**src/rtl/core/hesd_pkg.sv**
```systemverilog
`timescale 1ns / 1ps
`default_nettype none
// ---------------------------------------------------------------------------
// Hex escape stream decoder package
// Character codes, queue sizing and the bundle type passed from the front
// to the back of the decoder.
// ---------------------------------------------------------------------------
package hesd_pkg;

  localparam logic [7:0] CH_PCT  = 8'h25;
  localparam logic [7:0] CH_BSL  = 8'h5C;
  localparam logic [7:0] CH_ZERO = 8'h30;
  localparam logic [7:0] CH_LX   = 8'h78;
  localparam logic [7:0] CH_UX   = 8'h58;
  localparam logic [7:0] CH_CR   = 8'h0D;
  localparam logic [7:0] CH_LF   = 8'h0A;
  localparam logic [7:0] CH_DOT  = 8'h2E;

  localparam int HESD_QUEUE_DEPTH = 2;

  // All results caused by one input item.
  typedef struct packed {
    logic [2:0]      cnt;
    logic [3:0][7:0] bytes;
    logic            has_byte;
    logic            eol;
  } hesd_bundle_t;

endpackage
`default_nettype wire

```
**src/rtl/core/hesd_if.sv**
```systemverilog
`timescale 1ns / 1ps
`default_nettype none
// ---------------------------------------------------------------------------
// Hex escape stream decoder channels
// Valid/ready channels for input characters and decoded results.
// ---------------------------------------------------------------------------
interface hesd_in_if;
  logic       valid;
  logic       ready;
  logic [7:0] in_byte;
  logic       end_of_line;

  modport source (output valid, output in_byte, output end_of_line, input ready);
  modport sink (input valid, input in_byte, input end_of_line, output ready);
endinterface

interface hesd_out_if;
  logic       valid;
  logic       ready;
  logic [7:0] out_byte;
  logic       has_byte;
  logic       last;

  modport source (output valid, output out_byte, output has_byte, output last,
                  input ready);
  modport sink (input valid, input out_byte, input has_byte, input last,
                output ready);
endinterface
`default_nettype wire

```
**src/rtl/core/hesd_front.sv**
```systemverilog
`timescale 1ns / 1ps
`default_nettype none
// ---------------------------------------------------------------------------
// Hex escape stream decoder front
// Accepts characters, matches escapes against the pending buffer and hands
// every result of one item to the queue as a single bundle.
// ---------------------------------------------------------------------------
module hesd_front (
  input  wire logic                  clk,
  input  wire logic                  rst_n,
  hesd_in_if.sink                    in_ch,
  input  wire logic                  q_full,
  output logic                       push,
  output hesd_pkg::hesd_bundle_t     push_bundle
);
  import hesd_pkg::*;

  localparam logic [1:0] M_NONE  = 2'd0;
  localparam logic [1:0] M_WAIT  = 2'd1;
  localparam logic [1:0] M_LONG  = 2'd2;
  localparam logic [1:0] M_SHORT = 2'd3;

  function automatic logic is_hex(input logic [7:0] c);
    return (c >= 8'h30 && c <= 8'h39) || (c >= 8'h41 && c <= 8'h46) ||
           (c >= 8'h61 && c <= 8'h66);
  endfunction

  function automatic logic [3:0] hex_val(input logic [7:0] c);
    return c[6] ? c[3:0] + 4'd9 : c[3:0];
  endfunction

  function automatic logic [1:0] classify(input logic [7:0] c0, input logic [7:0] c1,
                                          input logic [7:0] c2, input logic [7:0] c3,
                                          input logic [2:0] len);
    logic [1:0] m;
    m = M_NONE;
    if (c0 == CH_BSL || c0 == CH_ZERO) begin
      if (len < 3'd2) m = M_WAIT;
      else if (c1 != CH_LX && c1 != CH_UX) m = M_NONE;
      else if (len < 3'd3) m = M_WAIT;
      else if (!is_hex(c2)) m = M_NONE;
      else if (len < 3'd4) m = M_WAIT;
      else if (!is_hex(c3)) m = M_NONE;
      else m = M_LONG;
    end else if (c0 == CH_PCT) begin
      if (len < 3'd2) m = M_WAIT;
      else if (!is_hex(c1)) m = M_NONE;
      else if (len < 3'd3) m = M_WAIT;
      else if (!is_hex(c2)) m = M_NONE;
      else m = M_SHORT;
    end
    return m;
  endfunction

  logic [7:0]      pend_r [3];
  logic [7:0]      pend_nxt [3];
  logic [1:0]      pcnt_r, pcnt_nxt;
  logic [7:0]      buf_w [4];
  logic [2:0]      n_w, start_v, len_v, k_v;
  logic            stop_v, eol, acc;
  logic [7:0]      p0, p1, p2, p3;
  logic [1:0]      m_v;
  logic [3:0][7:0] res_w;

  assign eol = in_ch.end_of_line;
  assign in_ch.ready = !q_full;
  assign acc = in_ch.valid && !q_full;

  always_comb begin
    for (int i = 0; i < 3; i++) buf_w[i] = pend_r[i];
    buf_w[3] = 8'h00;
    buf_w[pcnt_r] = in_ch.in_byte;
    n_w = {1'b0, pcnt_r} + 3'd1;
    start_v = '0;
    stop_v = 1'b0;
    k_v = '0;
    res_w = '0;
    len_v = '0;
    p0 = '0;
    p1 = '0;
    p2 = '0;
    p3 = '0;
    m_v = M_NONE;
    for (int it = 0; it < 4; it++) begin
      if (!stop_v && start_v < n_w) begin
        len_v = n_w - start_v;
        p0 = buf_w[start_v[1:0]];
        p1 = buf_w[start_v[1:0] + 2'd1];
        p2 = buf_w[start_v[1:0] + 2'd2];
        p3 = buf_w[start_v[1:0] + 2'd3];
        m_v = classify(p0, p1, p2, p3, len_v);
        if (m_v == M_WAIT && !eol) begin
          stop_v = 1'b1;
        end else if (m_v == M_LONG) begin
          res_w[k_v[1:0]] = {hex_val(p2), hex_val(p3)};
          k_v = k_v + 3'd1;
          start_v = start_v + 3'd4;
        end else if (m_v == M_SHORT) begin
          res_w[k_v[1:0]] = {hex_val(p1), hex_val(p2)};
          k_v = k_v + 3'd1;
          start_v = start_v + 3'd3;
        end else begin
          if (p0 != CH_CR && p0 != CH_LF) begin
            res_w[k_v[1:0]] = CH_DOT;
            k_v = k_v + 3'd1;
          end
          start_v = start_v + 3'd1;
        end
      end
    end
    for (int i = 0; i < 3; i++) pend_nxt[i] = buf_w[start_v[1:0] + 2'(i)];
    pcnt_nxt = 2'(n_w - start_v);
  end

  always_comb begin
    push_bundle.cnt      = (k_v == 3'd0) ? 3'd1 : k_v;
    push_bundle.bytes    = res_w;
    push_bundle.has_byte = (k_v != 3'd0);
    push_bundle.eol      = eol;
    push = acc && (k_v != 3'd0 || eol);
  end

  always_ff @(posedge clk) begin
    if (!rst_n) begin
      pcnt_r <= '0;
    end else if (acc) begin
      pcnt_r <= pcnt_nxt;
    end
  end

  always_ff @(posedge clk) begin
    if (acc) begin
      for (int i = 0; i < 3; i++) pend_r[i] <= pend_nxt[i];
    end
  end

endmodule
`default_nettype wire

```
**src/rtl/core/hesd_queue.sv**
```systemverilog
`timescale 1ns / 1ps
`default_nettype none
// ---------------------------------------------------------------------------
// Hex escape stream decoder queue
// Short first-in first-out queue of result bundles between front and back.
// ---------------------------------------------------------------------------
module hesd_queue #(
  parameter int DEPTH = hesd_pkg::HESD_QUEUE_DEPTH
) (
  input  wire logic                   clk,
  input  wire logic                   rst_n,
  input  wire logic                   push,
  input  wire hesd_pkg::hesd_bundle_t push_bundle,
  output logic                        full,
  input  wire logic                   pop,
  output hesd_pkg::hesd_bundle_t      head,
  output logic                        empty
);
  import hesd_pkg::*;

  localparam int PW = $clog2(DEPTH);
  localparam int CW = $clog2(DEPTH + 1);

  hesd_bundle_t  mem_r [DEPTH];
  logic [PW-1:0] wptr_r, rptr_r;
  logic [CW-1:0] cnt_r;

  assign full  = (cnt_r == CW'(DEPTH));
  assign empty = (cnt_r == '0);
  assign head  = mem_r[rptr_r];

  always_ff @(posedge clk) begin
    if (push) begin
      mem_r[wptr_r] <= push_bundle;
    end
  end

  always_ff @(posedge clk) begin
    if (!rst_n) begin
      wptr_r <= '0;
      rptr_r <= '0;
      cnt_r  <= '0;
    end else begin
      if (push) begin
        wptr_r <= (wptr_r == PW'(DEPTH - 1)) ? '0 : wptr_r + 1'b1;
      end
      if (pop) begin
        rptr_r <= (rptr_r == PW'(DEPTH - 1)) ? '0 : rptr_r + 1'b1;
      end
      case ({push, pop})
        2'b10:   cnt_r <= cnt_r + 1'b1;
        2'b01:   cnt_r <= cnt_r - 1'b1;
        default: cnt_r <= cnt_r;
      endcase
    end
  end

endmodule
`default_nettype wire

```
**src/rtl/core/hesd_back.sv**
```systemverilog
`timescale 1ns / 1ps
`default_nettype none
// ---------------------------------------------------------------------------
// Hex escape stream decoder back
// Walks through the bundle at the head of the queue and delivers its
// results one item at a time.
// ---------------------------------------------------------------------------
module hesd_back (
  input  wire logic                   clk,
  input  wire logic                   rst_n,
  input  wire hesd_pkg::hesd_bundle_t head,
  input  wire logic                   empty,
  output logic                        pop,
  hesd_out_if.source                  out_ch
);
  import hesd_pkg::*;

  logic [1:0] idx_r;
  logic       final_res, take;

  assign final_res = (idx_r == 2'(head.cnt - 3'd1));
  assign take      = out_ch.valid && out_ch.ready;
  assign pop       = take && final_res;

  assign out_ch.valid    = !empty;
  assign out_ch.out_byte = head.bytes[idx_r];
  assign out_ch.has_byte = head.has_byte;
  assign out_ch.last     = head.eol && final_res;

  always_ff @(posedge clk) begin
    if (!rst_n) begin
      idx_r <= '0;
    end else if (take) begin
      idx_r <= final_res ? 2'd0 : idx_r + 2'd1;
    end
  end

endmodule
`default_nettype wire

```
**src/rtl/core/hex_escape_stream_decoder.sv**
```systemverilog
`timescale 1ns / 1ps
`default_nettype none
// ---------------------------------------------------------------------------
// Hex escape stream decoder
// Decodes backslash-x, 0x and percent hex escapes in a character stream.
// ---------------------------------------------------------------------------
// Channel  Direction  Payload
// in_ch    sink       in_byte[7:0], end_of_line
// out_ch   source     out_byte[7:0], has_byte, last
//
// One input item is accepted per cycle while the queue has room.
// An item that causes n results occupies the output for n transfers; the
// queue holds QUEUE_DEPTH bundles so the front keeps going meanwhile.
// Reset is synchronous and clears the pending count, queue and result index.
// A stalled output fills the queue and then stalls the input.
// ---------------------------------------------------------------------------
module hex_escape_stream_decoder #(
  parameter int QUEUE_DEPTH = hesd_pkg::HESD_QUEUE_DEPTH
) (
  input wire logic   clk,
  input wire logic   rst_n,
  hesd_in_if.sink    in_ch,
  hesd_out_if.source out_ch
);
  import hesd_pkg::*;

  hesd_bundle_t push_bundle, head;
  logic         push, pop, q_full, q_empty;

  hesd_front u_front (
    .clk         (clk),
    .rst_n       (rst_n),
    .in_ch       (in_ch),
    .q_full      (q_full),
    .push        (push),
    .push_bundle (push_bundle)
  );

  hesd_queue #(
    .DEPTH (QUEUE_DEPTH)
  ) u_queue (
    .clk         (clk),
    .rst_n       (rst_n),
    .push        (push),
    .push_bundle (push_bundle),
    .full        (q_full),
    .pop         (pop),
    .head        (head),
    .empty       (q_empty)
  );

  hesd_back u_back (
    .clk    (clk),
    .rst_n  (rst_n),
    .head   (head),
    .empty  (q_empty),
    .pop    (pop),
    .out_ch (out_ch)
  );

endmodule
`default_nettype wire
```
**src/flat_wrapper.sv**
```systemverilog
// flat-port wrapper written by rule: the top's interface ports become plain ports
module hex_escape_stream_decoder_flat import hesd_pkg::*;
#(
  parameter int QUEUE_DEPTH = hesd_pkg::HESD_QUEUE_DEPTH
)
  (clk, rst_n, in_ch_valid, in_ch_in_byte, in_ch_end_of_line, in_ch_ready, out_ch_valid, out_ch_out_byte, out_ch_has_byte, out_ch_last, out_ch_ready);
  hesd_in_if in_ch_i ();
  hesd_out_if out_ch_i ();
  input wire logic clk;
  input wire logic rst_n;
  input wire logic [$bits(in_ch_i.valid)-1:0] in_ch_valid;
  input wire logic [$bits(in_ch_i.in_byte)-1:0] in_ch_in_byte;
  input wire logic [$bits(in_ch_i.end_of_line)-1:0] in_ch_end_of_line;
  output wire logic [$bits(in_ch_i.ready)-1:0] in_ch_ready;
  output wire logic [$bits(out_ch_i.valid)-1:0] out_ch_valid;
  output wire logic [$bits(out_ch_i.out_byte)-1:0] out_ch_out_byte;
  output wire logic [$bits(out_ch_i.has_byte)-1:0] out_ch_has_byte;
  output wire logic [$bits(out_ch_i.last)-1:0] out_ch_last;
  input wire logic [$bits(out_ch_i.ready)-1:0] out_ch_ready;
  assign in_ch_i.valid = in_ch_valid;
  assign in_ch_i.in_byte = in_ch_in_byte;
  assign in_ch_i.end_of_line = in_ch_end_of_line;
  assign in_ch_ready = in_ch_i.ready;
  assign out_ch_valid = out_ch_i.valid;
  assign out_ch_out_byte = out_ch_i.out_byte;
  assign out_ch_has_byte = out_ch_i.has_byte;
  assign out_ch_last = out_ch_i.last;
  assign out_ch_i.ready = out_ch_ready;
  hex_escape_stream_decoder #(.QUEUE_DEPTH(QUEUE_DEPTH)) u_core (.clk(clk), .rst_n(rst_n), .in_ch(in_ch_i), .out_ch(out_ch_i));
endmodule
```
**config.mk**
```make
export PLATFORM = sky130hd
export DESIGN_NAME = hex_escape_stream_decoder_flat
export DESIGN_NICKNAME = d
export VERILOG_FILES = /design/src/rtl/core/hesd_pkg.sv /design/src/rtl/core/hesd_if.sv /design/src/rtl/core/hesd_front.sv /design/src/rtl/core/hesd_queue.sv /design/src/rtl/core/hesd_back.sv /design/src/rtl/core/hex_escape_stream_decoder.sv /design/src/flat_wrapper.sv
export SDC_FILE = /design/constraint.sdc
export NUM_CORES = 1
export LEC_CHECK = 0
export ABC_AREA = 1
export ABC_CLOCK_PERIOD_IN_PS = 14110
export BUFFER_PORTS_ARGS = -buffer_cell sky130_fd_sc_hd__buf_2
export CAP_MARGIN = 0
export CORE_MARGIN = 1
export CORE_UTILIZATION = 38
export CTS_CLUSTER_DIAMETER = 200
export DETAILED_ROUTE_END_ITERATION = 7
export GPL_ROUTABILITY_DRIVEN = 0
export SLEW_MARGIN = 20
export SYNTH_ARGS = -nofsm -noshare
export SYNTH_HDL_FRONTEND = slang
export SYNTH_SLANG_ARGS = --single-unit
```
**constraint.sdc**
```tcl
create_clock -name clk -period 14.11 [get_ports clk]
set_clock_uncertainty 0.2 [all_clocks]
set_input_delay 1.411 -clock clk [delete_from_list [all_inputs] [get_ports clk]]
set_output_delay 1.411 -clock clk [all_outputs]
set_load 0.02 [all_outputs]
```
[Yosys cells after proc, flatten, opt, wreduce, memory -nomap -nowiden]
Memory sizes are Yosys's and may differ from the RTL's. A register that Yosys moved wholly into a read port is not among the register bits.
Cells that the tools add are included.
W data, S select, Z words.
Storage, ports and cells
  memory bits (writable): 98
  memories kept: 2
  input bits: 13
  output and inout bits: 12
  flip-flop bits (word level): 8
  word-level logic and storage cells: 532
Cells by class
  bitwise logic cells: 25
  mux-type cells: 199
  eq/ne operators: 44
  $lt $le $gt $ge: 112
  reduce and logical (&&, ||, !) cells: 99
  $add $sub $neg: 46
Memory list
  u_core.u_queue.mem_r: depth 2, bits a word 37, rd ports 1, clocked after memory_dff 1, wr ports 1, RTL line hesd_queue.sv:24  | hesd_bundle_t mem_r [DEPTH];
  u_core.u_front.pend_r: depth 3, bits a word 8, rd ports 3, clocked after memory_dff 0, wr ports 3, RTL line hesd_front.sv:55  | logic [7:0] pend_r [3];
Operator list (count)
  $mux W32: 15
  $mux W8: 39
  $bmux W8 S2: 16
  $bwmux W32: 7
  $ge A8 B7 Y1 const B: 24
  $le A8 B7 Y1 const B: 24
  $mux W2: 58
  $ge A8 B6 Y1 const B: 12
  $le A8 B6 Y1 const B: 12
  $mux W3: 27
  $demux W8 S2: 4
  $eq A8 B6 Y1 const B: 8
  $ne A8 B4 Y1 const B: 8
  $ne A8 B7 Y1 const B: 8
  $logic_and A1 B1 Y1: 60
  $add A4 B4 Y4 const B: 12
  $ge A3 B3 Y1 const B: 16
  $mux W4: 12
  $not A16 Y16: 3
  $not A2 Y3: 16
  $and A16 B16 Y16: 2
  $eq A8 B7 Y1 const B: 4
  $or A16 B16 Y16: 2
  $logic_or A1 B1 Y1: 29
  30 further kinds: 107

[Logic depth before layout (Yosys ltp)]
  word-level depth: 94
  gate-level depth with buffers: 100
  gate-level depth less buffers: 95

[By module]
A second synthesis with hierarchy kept.
Unflattened totals
  cell total of the unflattened synthesis: 2646
  area total of the unflattened synthesis: 15951.5 µm²
Modules (own cells, without submodules)
  hesd_front: area an instance 12475.7 µm², cells an instance 2420, instances 1
  hesd_queue: area an instance 3049.2 µm², cells an instance 150, instances 1
  hesd_back: area an instance 426.7 µm², cells an instance 76, instances 1

[Least setup slack after synthesis]
Ideal clock, no wire load.
  kind: input -> register
  start point: in in_ch_in_byte[1]
  end point: mem u_core.u_queue.mem_r[0][0] in the netlist's numbering, enable pin
  path slack: 1700 ps
  required time: 13481 ps
  arrival time: 11780 ps
  stages: 71
  buffers on the path: 5
  cell sequence: nand2_1 nand2_2 inv_1 ha_1 inv_1 nand2_1 o21ai_0 nor2_1 nand2_1 nand2_1 a21oi_1 nor2_4 nor2_2 nand3_4 nand3_4 buf_2 nor2_1 fa_1 (+35 left out) or2_2 nand3_1 nor2_1 nor2_1 nor2_1 nand2_1 nand3_2 nand3_2 nand2_1 nand2_1 nor2_2 nor2_4 nand4_1 nand2_1 nor2_1 nand2_1 nand2_1 nor2_1
On the way
  cells in the longest elaborated chain, start to end: 89
  elaborated cells between the ends (all ways): 371
RTL lines
  from (decl): RTL line flat_wrapper.sv:12  | input wire logic [$bits(in_ch_i.in_byte)-1:0] in_ch_in_byte;
  $bwmux W32 (*): RTL line hesd_front.sv:72  | buf_w[pcnt_r] = in_ch.in_byte;
  $ge A8 B6 Y1 (tied with other cells): RTL line hesd_front.sv:24  | return (c >= 8'h30 && c <= 8'h39) || (c >= 8'h41 && c <= 8'h46) ||
  $logic_and A1 B1 Y1: RTL line hesd_front.sv:24
  $logic_or A1 B1 Y1 (2 in series): RTL line hesd_front.sv:24
  $mux W2: RTL line hesd_front.sv:43  | else if (!is_hex(c3)) m = M_NONE;
  $mux W2: RTL line hesd_front.sv:42  | else if (len < 3'd4) m = M_WAIT;
  $mux W2: RTL line hesd_front.sv:41  | else if (!is_hex(c2)) m = M_NONE;
  $mux W2: RTL line hesd_front.sv:40  | else if (len < 3'd3) m = M_WAIT;
  (+72 left out)
  $mux W3: RTL line hesd_front.sv:94  | end else if (m_v == M_LONG) begin
  $mux W3: RTL line hesd_front.sv:92  | if (m_v == M_WAIT && !eol) begin
  $mux W3 (*): RTL line hesd_front.sv:85  | if (!stop_v && start_v < n_w) begin
  $reduce_bool A3 Y1 (*): RTL line hesd_front.sv:120  | push = acc && (k_v != 3'd0 || eol);
  $logic_or A1 B1 Y1 (*): RTL line hesd_front.sv:120
  $logic_and A1 B1 Y1 (*): RTL line hesd_front.sv:120
  $mux W1 (*): RTL line hesd_queue.sv:33  | if (push) begin
  $mux W1 (not written as such) (*): RTL line hesd_queue.sv:34  | mem_r[wptr_r] <= push_bundle;
  to (decl): RTL line hesd_queue.sv:24
Mark *: on every way between the ends. The rest lies on a longest branch, timed or not. The select of a mux whose other input is x is not followed.

[Final worst setup path]
  start point: in in_ch_in_byte[1]
  end point: reg u_core.u_queue.cnt_r[1]
On the way
  cells in the longest elaborated chain, start to end: 89
  elaborated cells between the ends (all ways): 373
RTL lines
  $bwmux W32 (*): RTL line hesd_front.sv:72
  $ge A8 B6 Y1 (tied with other cells): RTL line hesd_front.sv:24
  $logic_and A1 B1 Y1: RTL line hesd_front.sv:24
  $logic_or A1 B1 Y1 (2 in series): RTL line hesd_front.sv:24
  $mux W2: RTL line hesd_front.sv:43
  $mux W2: RTL line hesd_front.sv:42
  $mux W2: RTL line hesd_front.sv:41
  $mux W2: RTL line hesd_front.sv:40
  (+72 left out)
  $mux W3: RTL line hesd_front.sv:94
  $mux W3: RTL line hesd_front.sv:92
  $mux W3 (*): RTL line hesd_front.sv:85
  $reduce_bool A3 Y1 (*): RTL line hesd_front.sv:120
  $logic_or A1 B1 Y1 (*): RTL line hesd_front.sv:120
  $logic_and A1 B1 Y1 (*): RTL line hesd_front.sv:120
  $eq A2 B1 Y1 or $eq A2 B2 Y1 (tied branches): RTL line hesd_queue.sv:50  | case ({push, pop})
  $pmux W2 S2 or $reduce_bool A2 Y1 (tied branches)
  to (signal assigned): RTL line hesd_queue.sv:51  | 2'b10: cnt_r <= cnt_r + 1'b1;
  to (signal assigned): RTL line hesd_queue.sv:52  | 2'b01: cnt_r <= cnt_r - 1'b1;
  to (signal assigned): RTL line hesd_queue.sv:53  | default: cnt_r <= cnt_r;
  to (decl): RTL line hesd_queue.sv:26  | logic [CW-1:0] cnt_r;
Marks and branches as above.
A chain may end at the register's enable or synchronous reset.

==> reports/metrics.cfg <==
[worst_setup_path]
r2r-start=u_core.u_front.pcnt_r[1]
timing.rr.end=u_core.u_queue.cnt_r[1]
r2r_cells=78
worstSetupEndpointType=flop
start_kind=input pin
cp.required_ns=14.19
arrival_ns=13.35
cp_max_fo=28
critical_path_class=input pin to flop
critPathSlowestCell=fa_1
crit_top_cell=nand2_1
critPathMaxStageDelay_ns=0.51
r2r_slack_ns=0.92

[clocking]
tritoncts=built
cts_root_buf=clkbuf_16
clk_pin_slew_worst_paths_ns=0.07
holdBufCountCts=0
h-tree-depth=3
clk_latency_ns=0.39
cts_sinks=105
cts_buffer_depth=2
cts_buffers=9

[synth]
syn_area_per_cell_sq_um=5.94
synth_compound_area_frac=0.182
ys_seq_elements=105
async_flop_share=0
synthCells=2538
synth.distinct_cells=66
synth-edff-count=96
ys_seq_area_frac=0.203
synth_flop_cell=edfxtp_1
synthesis.area_sq_mm=0.0151
synth_warnings=0
synth_nets=2620
synth-simple-area-share=0.417
synthMuxAreaShare=0.0126
synth_fa_ha_area_frac=0.0597
synth_xor_area_frac=0.0221
synth_top_family_by_area=simple AND/OR/NAND/NOR gates

[sta]
clock.fmax_mhz=75.3
report.final.slew_viol_count=0
min_period_over_period=0.941
fin_ws_ns=0.835
setup_viol=0
min_period_ns=13.28
setup-tns-final_ns=0
tightest_slew_ns=1.17
timing.slew.headroom=0.209
hold_viol_final=0

[global_route]
grt.busiest_layer=met2
grt_max_degree=45
grt-ovfl-total=0
grt_use_total=0.284
antenna_found_initial=0
grt_pass1_vias=15800
use_met1=0.388
use_met3=0.0483
use_met2=0.438
grt_pass1_wl_um=89600

[floorplan]
rows=72
io_pins=25
die_w_um=201
dieHeight_um=201
core_sq_mm=0.0389
dieArea_sq_mm=0.0405
start_util=0.388

[hold_path]
min_delay_path_depth=1
worstHoldStart=u_core.u_queue.rptr_r
min_path_type=flop to flop

[cells_and_area]
synthToLayoutAreaGrowth_pct=5.42
multi_input_area_sq_mm=0.0105
fill_cells=4285
diodes=0
regArea_sq_mm=0.00306
fin_util=0.409
fin_area_sq_mm=0.0159
drive_gt1_frac=0.0884
final_nets=2600

[route]
drc=0
drt_iter0_markers=2451
routed_wl_um=58800
drtAntennaViolNets=0
vias=17500
viasPerCell=5.77
wl_per_cell_um=19.3
dr.pass1.iters=6

[placement]
io_buffer_count=24
dpl_cell_area_sq_mm=0.0156
place_ws_ns=0.544
dp_hpwl_um=44200

[run]
maxCapViolCount=0

[status]
outcome=complete, no violations

worst max-delay path by stage:
stage	start	endpoint	depth (start not counted)
6_report	in_ch_in_byte[1]	u_core.u_queue.cnt_r[1]	77
2_1_floorplan	in_ch_in_byte[1]	u_core.u_queue.mem_r[0][0]	71
3_3_place_gp	in_ch_in_byte[1]	u_core.u_queue.mem_r[0][21]	72
3_5_place_dp	in_ch_in_byte[1]	u_core.u_queue.mem_r[0][28]	76
5_1_grt	u_core.u_front.pcnt_r[0]	u_core.u_queue.cnt_r[1]	81
4_1_cts	u_core.u_front.pcnt_r[0]	u_core.u_queue.mem_r[0][23]	79
cell families after synthesis:
logic type,Yosys count
adder cells (fa/ha/maj),69
buffers and inverters,344
multiplexers,19
AO/OA/AOI/OAI,482
flip-flops,105
XOR/XNOR,38
AND/OR/NAND/NOR,1481
per-layer routing:
metal | up-vias | part of all wire
li1 | 8337 | -
met1 | 8063 | 0.42
met2 | 981 | 0.43
met3 | 152 | 0.11
met4 | 0 | 0.042
met5 | - | 0
cell type report:
cell class                 instances  area share
sequential                       105       0.193
clock inverter                     5     0.00401
inverter                         239      0.0572
timing repair buffer              72      0.0302
multi-input combinational       2091       0.661
tap                              518      0.0408
clock buffer                      11      0.0146
cells in the mapped netlist, drive strengths merged, types with 10 or more instances:
master | number | area share
a22o | 11 | 0.0064
ha | 64 | 0.053
xnor2 | 13 | 0.0075
clkbuf | 44 | 0.011
inv | 228 | 0.057
nand4 | 44 | 0.018
a21boi | 12 | 0.0062
a31oi | 13 | 0.0054
nand2 | 999 | 0.26
or2 | 15 | 0.0062
a21oi | 105 | 0.036
nand3 | 175 | 0.063
mux2i | 19 | 0.013
clkinv | 11 | 0.0031
buf | 61 | 0.032
o21ai | 264 | 0.089
o22ai | 23 | 0.0095
o211ai | 10 | 0.0050
nor2 | 227 | 0.062
nor3 | 13 | 0.0046
xor2 | 25 | 0.015
edfxtp | 96 | 0.19
worst max-delay path: cells and delay by family:
family	cells	cell delay (ns)
AO/OA/AOI/OAI	10	1.47
buffers and inverters	10	1.19
adder cells (fa/ha/maj)	7	2.12
XOR/XNOR	1	0.24
AND/OR/NAND/NOR	49	6.86
stage by stage:
| step | hold slack [ns] | std cells |
|---|---|---|
| after global routing | 0.326 | 3041 |
| after CTS | 0.298 | 3039 |
| final | 0.295 | 3041 |
| after global placement | 0.270 | 3023 |
| after floorplan | 0.258 | 2538 |
| after detailed placement | 0.281 | 3023 |
cells in the final DEF (no fill, tap or decap), types with 48 or more instances in the layout:
cell type / count
nand3_1: 163
o21ai_1: 53
nor2_1: 208
nand2_1: 948
buf_4: 48
inv_1: 206
a21oi_1: 103
o21ai_0: 205
edfxtp_1: 96
ha_1: 61
what timing repair did:
action	CTS	global route
setup buffers	0	0
setup endpoints to repair	0	144
gates resized for setup	0	8
flip-flops by register name, summed over array words and instances (netlist names), named ones only:
| register | flops |
|---|---|
| u_core.u_queue.cnt_r | 2 |
| u_core.u_front.pcnt_r | 2 |
| u_core.u_front.pend_r | 24 |
| u_core.u_queue.wptr_r | 1 |
| u_core.u_back.idx_r | 2 |
| u_core.u_queue.rptr_r | 1 |
| u_core.u_queue.mem_r | 72 |
Power is not shown: default switching activity piles up to over one toggle a cycle in this logic, so the estimate is an artifact.
